## config.mk

```make
export PLATFORM = sky130hd
export DESIGN_NAME = command_frame_builder_top
export DESIGN_NICKNAME = d
export VERILOG_FILES = /design/src/design/cfb_pkg.sv /design/src/design/command_frame_builder_top.sv
export SDC_FILE = /design/constraint.sdc
export NUM_CORES = 1
export LEC_CHECK = 0
export CAP_MARGIN = 20
export CORE_MARGIN = 2
export CORE_UTILIZATION = 57
export CTS_CLUSTER_SIZE = 28
export DETAILED_ROUTE_END_ITERATION = 7
export DONT_BUFFER_PORTS = 1
export GPL_TIMING_DRIVEN = 0
export PLACE_DENSITY_LB_ADDON = 0.2
export SYNTH_ARGS = -nofsm -noshare
export SYNTH_HDL_FRONTEND = slang
export SYNTH_SLANG_ARGS = --single-unit
```

## constraint.sdc

```tcl
create_clock -name clk -period 3.76 [get_ports clk]
set_input_delay 0.188 -clock clk [delete_from_list [all_inputs] [get_ports clk]]
set_output_delay 0.188 -clock clk [all_outputs]
set_load 0.02 [all_outputs]
```

## src/design/cfb_pkg.sv

```systemverilog
// ----------------------------------------------------------------------------
// cfb_pkg
// Shared constants and types for the command frame builder: marker bytes,
// positions of each byte within one run and the run descriptor.
// ----------------------------------------------------------------------------
package cfb_pkg;

  localparam int unsigned StartLen = 12;
  localparam int unsigned EndLen   = 8;

  localparam logic [7:0] START_MARK [StartLen] = '{
    8'd66, 8'd0, 8'd89, 8'd0, 8'd72, 8'd0, 8'd88, 8'd0, 8'd48, 8'd0, 8'd49, 8'd0
  };
  localparam logic [7:0] END_MARK [EndLen] = '{
    8'd66, 8'd0, 8'd89, 8'd0, 8'd72, 8'd0, 8'd88, 8'd0
  };

  // length byte is parameter count plus the length and both command bytes
  localparam logic [7:0] LEN_OFFSET = 8'd3;

  typedef logic [4:0] pos_t;

  // byte positions of a full run: start marker, header, payload, sum, end marker
  localparam pos_t POS_START = 5'd0;
  localparam pos_t POS_LEN   = 5'd12;
  localparam pos_t POS_PRI   = 5'd13;
  localparam pos_t POS_SEC   = 5'd14;
  localparam pos_t POS_PARAM = 5'd15;
  localparam pos_t POS_SUM   = 5'd16;
  localparam pos_t POS_END0  = 5'd17;
  localparam pos_t POS_LAST  = 5'd24;

  typedef struct packed {
    logic       drop;     // word without an open frame, gives a single zero byte
    logic       err;
    logic [7:0] len_byte;
    logic [7:0] pri;
    logic [7:0] sec;
    logic [7:0] param;
    logic [7:0] sum;
    pos_t       end_pos;
  } run_t;

endpackage

```

## src/design/command_frame_builder_top.sv

```systemverilog
// ----------------------------------------------------------------------------
// command_frame_builder_top
// Frames a stream of parameter bytes as a command packet.
// ----------------------------------------------------------------------------
// Input channel (in_valid / in_stall): one parameter byte per word. A word
// with first_of_frame set also carries both command bytes and the parameter
// length, and produces the 12-byte start marker, length, commands and its
// parameter byte. A last_of_frame word in an open frame adds the modular sum
// and 8-byte end marker. Other framed words give their parameter byte alone.
// Output channel (out_valid / out_stall): one frame byte per word, with
// last_of_run on the final byte caused by an input word and frame_done on the
// last end-marker byte.
// A word with no open frame gives a single zero byte. An accepted word is held
// in the run register before its bytes move to the output register.
// Throughput while out_stall is low: one output byte per cycle; an input word
// that makes n bytes holds the input while they go out, so plain payload words
// flow one per cycle. The run sequencer takes the next word in the cycle its
// last byte moves to the output register.
// Reset clears the open frame, the counters and both valid flags.
// While out_stall is high on a valid output word, that word holds and the input
// stalls as long as a run is pending.
// ----------------------------------------------------------------------------
module command_frame_builder_top
  import cfb_pkg::*;
(
  input  logic       clk,
  input  logic       rst,
  input  logic       in_valid,
  output logic       in_stall,
  input  logic       first_of_frame,
  input  logic [7:0] cmd_primary,
  input  logic [7:0] cmd_secondary,
  input  logic [7:0] param_len,
  input  logic [7:0] param_byte,
  input  logic       last_of_frame,
  output logic       out_valid,
  input  logic       out_stall,
  output logic [7:0] frame_byte,
  output logic       last_of_run,
  output logic       frame_done,
  output logic       length_error
);

  // frame state
  logic       in_frame, in_frame_next;
  logic [7:0] bytes_seen, bytes_seen_next;
  logic [7:0] declared_len, declared_len_next;
  logic [7:0] running_sum, running_sum_next;

  // run sequencer
  logic run_valid;
  run_t run, run_next;
  pos_t pos;
  pos_t start_pos;

  logic       out_load, at_end, run_adv, in_acc;
  logic [7:0] byte_sel;
  logic [7:0] len_byte, seen_inc, sum_new;
  logic       err;
  pos_t       end_off;

  assign out_load = !out_valid || !out_stall;
  assign at_end   = (pos == run.end_pos);
  assign run_adv  = run_valid && out_load;
  assign in_stall = run_valid && !(out_load && at_end);
  assign in_acc   = in_valid && !in_stall;

  // frame bookkeeping for the word at the input
  always_comb begin
    len_byte = param_len + LEN_OFFSET;
    seen_inc = (bytes_seen == 8'hFF) ? bytes_seen : bytes_seen + 8'd1;
    in_frame_next     = in_frame;
    bytes_seen_next   = bytes_seen;
    declared_len_next = declared_len;
    running_sum_next  = running_sum;
    sum_new = running_sum + param_byte;
    err     = 1'b1;
    start_pos = POS_PARAM;
    run_next  = '0;

    if (first_of_frame) begin
      sum_new = len_byte + cmd_primary + cmd_secondary + param_byte;
      err = in_frame || (last_of_frame ? (param_len != 8'd1) : (param_len == 8'd0));
      in_frame_next     = 1'b1;
      bytes_seen_next   = 8'd1;
      declared_len_next = param_len;
      running_sum_next  = sum_new;
      start_pos = POS_START;
    end else if (in_frame) begin
      err = last_of_frame ? (seen_inc != declared_len) : (seen_inc > declared_len);
      bytes_seen_next  = seen_inc;
      running_sum_next = sum_new;
    end

    // closing word empties the frame state
    if ((first_of_frame || in_frame) && last_of_frame) begin
      in_frame_next     = 1'b0;
      bytes_seen_next   = 8'd0;
      declared_len_next = 8'd0;
      running_sum_next  = 8'd0;
    end

    run_next.drop     = !first_of_frame && !in_frame;
    run_next.err      = err;
    run_next.len_byte = len_byte;
    run_next.pri      = cmd_primary;
    run_next.sec      = cmd_secondary;
    run_next.param    = param_byte;
    run_next.sum      = sum_new;
    run_next.end_pos  = (last_of_frame && !run_next.drop) ? POS_LAST : POS_PARAM;
  end

  // byte at the current run position
  always_comb begin
    end_off = pos - POS_END0;
    if (pos < POS_LEN) begin
      byte_sel = START_MARK[pos[3:0]];
    end else begin
      case (pos)
        POS_LEN:   byte_sel = run.len_byte;
        POS_PRI:   byte_sel = run.pri;
        POS_SEC:   byte_sel = run.sec;
        POS_PARAM: byte_sel = run.drop ? 8'd0 : run.param;
        POS_SUM:   byte_sel = run.sum;
        default:   byte_sel = END_MARK[end_off[2:0]];
      endcase
    end
  end

  always_ff @(posedge clk) begin
    if (rst) begin
      in_frame     <= 1'b0;
      bytes_seen   <= 8'd0;
      declared_len <= 8'd0;
      running_sum  <= 8'd0;
      run_valid    <= 1'b0;
      out_valid    <= 1'b0;
      pos          <= POS_START;
    end else begin
      if (in_acc) begin
        in_frame     <= in_frame_next;
        bytes_seen   <= bytes_seen_next;
        declared_len <= declared_len_next;
        running_sum  <= running_sum_next;
        run_valid    <= 1'b1;
        pos          <= start_pos;
      end else if (run_adv) begin
        if (at_end) begin
          run_valid <= 1'b0;
        end
        pos <= pos + 5'd1;
      end
      if (out_load) begin
        out_valid <= run_valid;
      end
    end
  end

  // payload registers
  always_ff @(posedge clk) begin
    if (in_acc) begin
      run <= run_next;
    end
    if (run_adv) begin
      frame_byte   <= byte_sel;
      last_of_run  <= at_end;
      frame_done   <= (pos == POS_LAST);
      length_error <= run.err;
    end
  end

endmodule

```

==> metrics.txt <==
most used cell along the critical path sky130_fd_sc_hd__o21a_1; Period minus WS final 3.104 ns; Max Fanout on Critical Path 8; maximum clock insertion buffer count 2; termination of the worst setup path run[45]$_DFFE_PP_; total CTS buffers 9; I/O pins 51; Total Neg Setup Slack 0 ns; Fin Clk Skew 0.01429 ns; Clock H-tree levels 3; remaining global-route overflow 0; required arrival time at the worst endpoint a little under 4 ns; maximum number of pins on one net before global-route repair 54; area added between synthesis and finish 12.39%; largest area contributor in the synthesized netlist sky130_fd_sc_hd__edfxtp_1; source of the worst register-to-register timing path bytes_seen[0]$_SDFFE_PP0P_; net total in the final layout 625; path class of the lowest-slack min-delay path in -> reg; share of Yosys cell area claimed by the top area cell type 31.89%; clock tree from TritonCTS built; number of max-cap violations 0; crit end category flip-flop; setup repair after global routing missed its margin no; Die Outline Area 0.009863 mm^2; total leakage power approximately 2.3 nW; initial antenna violation count 0; ratio of total power to cell area 406.5 mW/mm^2; routed length per instance 18.47 um; initial DRC count about 240; cell count of the worst reg-to-reg path 11; part of the Yosys area used for sequential elements ~44%; placed wire-length estimate after detailed placement 8715 um; global-route wire length before repair 19,690 um; number of failing setup endpoints in the final timing report 0; count of nets left with antenna violations after detail routing 0; CTS Sinks 87; most common flop cell mapped by yosys sky130_fd_sc_hd__edfxtp_1; synthesized area 0.005179 mm^2; Residual DRC 0; top cells by area, synth sky130_fd_sc_hd__edfxtp_1 (32%), sky130_fd_sc_hd__dfxtp_1 (12%), sky130_fd_sc_hd__ha_1 (7.7%); final number of max-transition violations 0; flop-to-flop setup slack 0.66 ns; Worst Tran Pin Value 1.047 ns; via count normalized by instance count 5.960; distinct cell type count after synthesis 60; number of enable-type register cells in the synthesized netlist between 50 and 60; cell count after synthesis around 500; starting utilization of the core area 59.09%; routability-driven placement congestion ratio 0.8810; Highest Clock Rate roughly 320 MHz; detailed-routing iteration count for the pre-antenna-repair pass 5; number of synthesized register bits 87; critical path start-end classification reg -> reg; overall routed net length 12,060 um; number of fill cells in the layout 689; Root Driver sky130_fd_sc_hd__clkbuf_8; count of buffers from port buffering 0; max_slew headroom between 20% and 30%; share of final-layout standard cells stronger than drive strength 1 6.606%; total number of yosys warnings 0; crit start category flip-flop; via count of the first global-routing pass 3,887; Skew-Pair Late Insertion Delay roughly 0.36 ns; Total Routing Usage GR 25.68%; clock slew at reported path FFs roughly 0.090 ns; number of instances resized during post-cts repair 0; first element of the critical path bytes_seen[0]$_SDFFE_PP0P_; Std-Cell Rows 34; Slowest-stage cell, CP sky130_fd_sc_hd__dfxtp_1; hold_ws 0.002126 ns; Avg Inst Size Synth between 10 and 15 um^2; Die X 99.32 um; Worst path max stage delay 0.44 ns; area of the placeable core slightly below 0.009 mm^2; Via Count 3,892; Ant. Diodes 0; synthesized net count 583; share of synthesized flip-flops with an asynchronous set or reset 0%; number of hold violations in the final report 0; height of the chip 99.32 um; Arr. time, crit path 3.19 ns; destination of the worst register-to-register timing path run[45]$_DFFE_PP_; final standard cell utilization of the core between 60% and 70%; cell chain of the critical path ha_1 -> and2_1 -> nand4_1 -> mux2_2 -> ha_1 -> nor2b_1 -> o21a_1 -> o21a_1 -> o21a_1 -> o31ai_1 -> a31oi_1; outcome complete, no violations; Max IR drop VDD 0.2996 mV; ratio of final minimum period to clock period 82.54%
[cell usage after synthesis (all sizes together) (6+ instances only)]
cell and number:
xor2 9, nand2b 13, nor2 28, clkbuf 15, a21o 6, nor3 8
o21a 7, edfxtp 55, buf 7, a22oi 19, xnor2 14, ha 32
a222oi 6, fa 15, nand2 30, inv 57, dfxtp 32, nand3 18
nand4 6, a21oi 33, o21ai 14
[repair_timing]
item | CTS | global route
endpoints found under the hold margin | 31 | 0
hold buffers | 31 | 0
setup buffers | 0 | 0
[state kept, by name (all words and copies together), names as in the netlist]
name,count
in_frame,1
frame_done,1
pos,5
bytes_seen,8
running_sum,8
run_valid,1
last_of_run,1
frame_byte,8
run,44
out_valid,1
length_error,1
declared_len,8
[power by group]
part | switching, mW | total [mW] | internal (mW) | leakage, nW
logic | 0.314 | 0.563 | 0.250 | 1.42
registers | 0.0393 | 1.14 | 1.10 | 0.784
clock network | 0.358 | 0.667 | 0.309 | 0.0972
[worst max-delay path, delay by kind of cell (launching register included)]
kind / cells / cell delay, ns
flip-flops: 1 / 0.44
adder cells (fa/ha/maj): 2 / 0.53
AND/OR/NAND/NOR: 3 / 0.60
multiplexers: 1 / 0.41
AO/OA/AOI/OAI: 5 / 0.86
[layer usage]
| metal | global-route usage [%] | part of all wire (%) |
|---|---|---|
| met5 | 0 | 0 |
| met4 | 9.273 | 2.4 |
| met3 | 5.552 | 6.3 |
| met2 | 41.06 | 46 |
| met1 | 34.71 | 45 |
[cell usage in the layout, fill, tap and decap left out, types with 3 or more instances in the layout]
cell type,count
sky130_fd_sc_hd__a211o_1,3
sky130_fd_sc_hd__a211oi_1,4
sky130_fd_sc_hd__a21o_1,6
sky130_fd_sc_hd__a21oi_1,33
sky130_fd_sc_hd__a222oi_1,6
sky130_fd_sc_hd__a22oi_1,19
sky130_fd_sc_hd__a311oi_1,3
sky130_fd_sc_hd__a31oi_1,5
sky130_fd_sc_hd__and2_1,4
sky130_fd_sc_hd__and3_1,5
sky130_fd_sc_hd__and4b_1,4
sky130_fd_sc_hd__buf_2,3
sky130_fd_sc_hd__buf_6,3
sky130_fd_sc_hd__clkbuf_1,15
sky130_fd_sc_hd__clkbuf_8,9
sky130_fd_sc_hd__dfxtp_1,32
sky130_fd_sc_hd__dlygate4sd3_1,31
sky130_fd_sc_hd__edfxtp_1,55
sky130_fd_sc_hd__fa_1,15
sky130_fd_sc_hd__ha_1,32
sky130_fd_sc_hd__inv_1,57
sky130_fd_sc_hd__mux2_2,5
sky130_fd_sc_hd__nand2_1,30
sky130_fd_sc_hd__nand2b_1,13
sky130_fd_sc_hd__nand3_1,18
sky130_fd_sc_hd__nand4_1,6
sky130_fd_sc_hd__nor2_1,27
sky130_fd_sc_hd__nor2b_1,4
sky130_fd_sc_hd__nor3_1,8
sky130_fd_sc_hd__o21a_1,6
sky130_fd_sc_hd__o21ai_0,14
sky130_fd_sc_hd__o22ai_1,4
sky130_fd_sc_hd__o31ai_1,3
sky130_fd_sc_hd__xnor2_1,14
sky130_fd_sc_hd__xor2_1,9
[area by class of cell]
class | instances | area [um^2] | share of cell area (%)
inverter | 58 | 217.7 | 3.740
timing repair buffer | 31 | 310.3 | 5.331
tap | 108 | 135.1 | 2.322
sequential | 87 | 2292 | 39.38
multi-input combinational | 331 | 2556 | 43.92
buffer | 22 | 112.6 | 1.935
clock buffer | 9 | 123.9 | 2.128
clock inverter | 7 | 72.57 | 1.247
[cell families after synthesis]
family                   after synthesis  synth area share [%]
AO/OA/AOI/OAI                        123                 16.99
XOR/XNOR                              24                 4.325
adder cells (fa/ha/maj)               47                 13.53
buffers and inverters                 80                 6.378
flip-flops                            87                 44.26
multiplexers                           7                 1.474
AND/OR/NAND/NOR                      130                 13.05
[stage by stage]
stage          std cells  area, um^2  total power [mW]  setup WS [ns]
6_report             653        5821             2.366         0.6564
5_1_grt              653        5821             2.485         0.4481
4_1_cts              653        5821             2.362         0.6655
3_5_place_dp         606        5314             1.684         0.6716
3_3_place_gp         606        5314             1.669         0.6974
2_1_floorplan        498        5179             1.569         0.9086
[worst min path at each step]
| stage | from | to | slack [ns] | cells after the start |
|---|---|---|---|---|
| 2_1_floorplan | param_byte[0] | run[13]$_DFFE_PP_ | 0.29 | 0 |
| 3_3_place_gp | cmd_primary[5] | run[34]$_DFFE_PP_ | 0.29 | 0 |
| 3_5_place_dp | cmd_primary[5] | run[34]$_DFFE_PP_ | 0.29 | 0 |
| 4_1_cts | param_len[6] | declared_len[6]$_SDFFE_PP0P_ | 0.001 | 2 |
| 5_1_grt | param_len[6] | declared_len[6]$_SDFFE_PP0P_ | 0.002 | 2 |
| 6_report | param_len[6] | declared_len[6]$_SDFFE_PP0P_ | 0.002 | 2 |
Power figures use the tool's default switching activity.
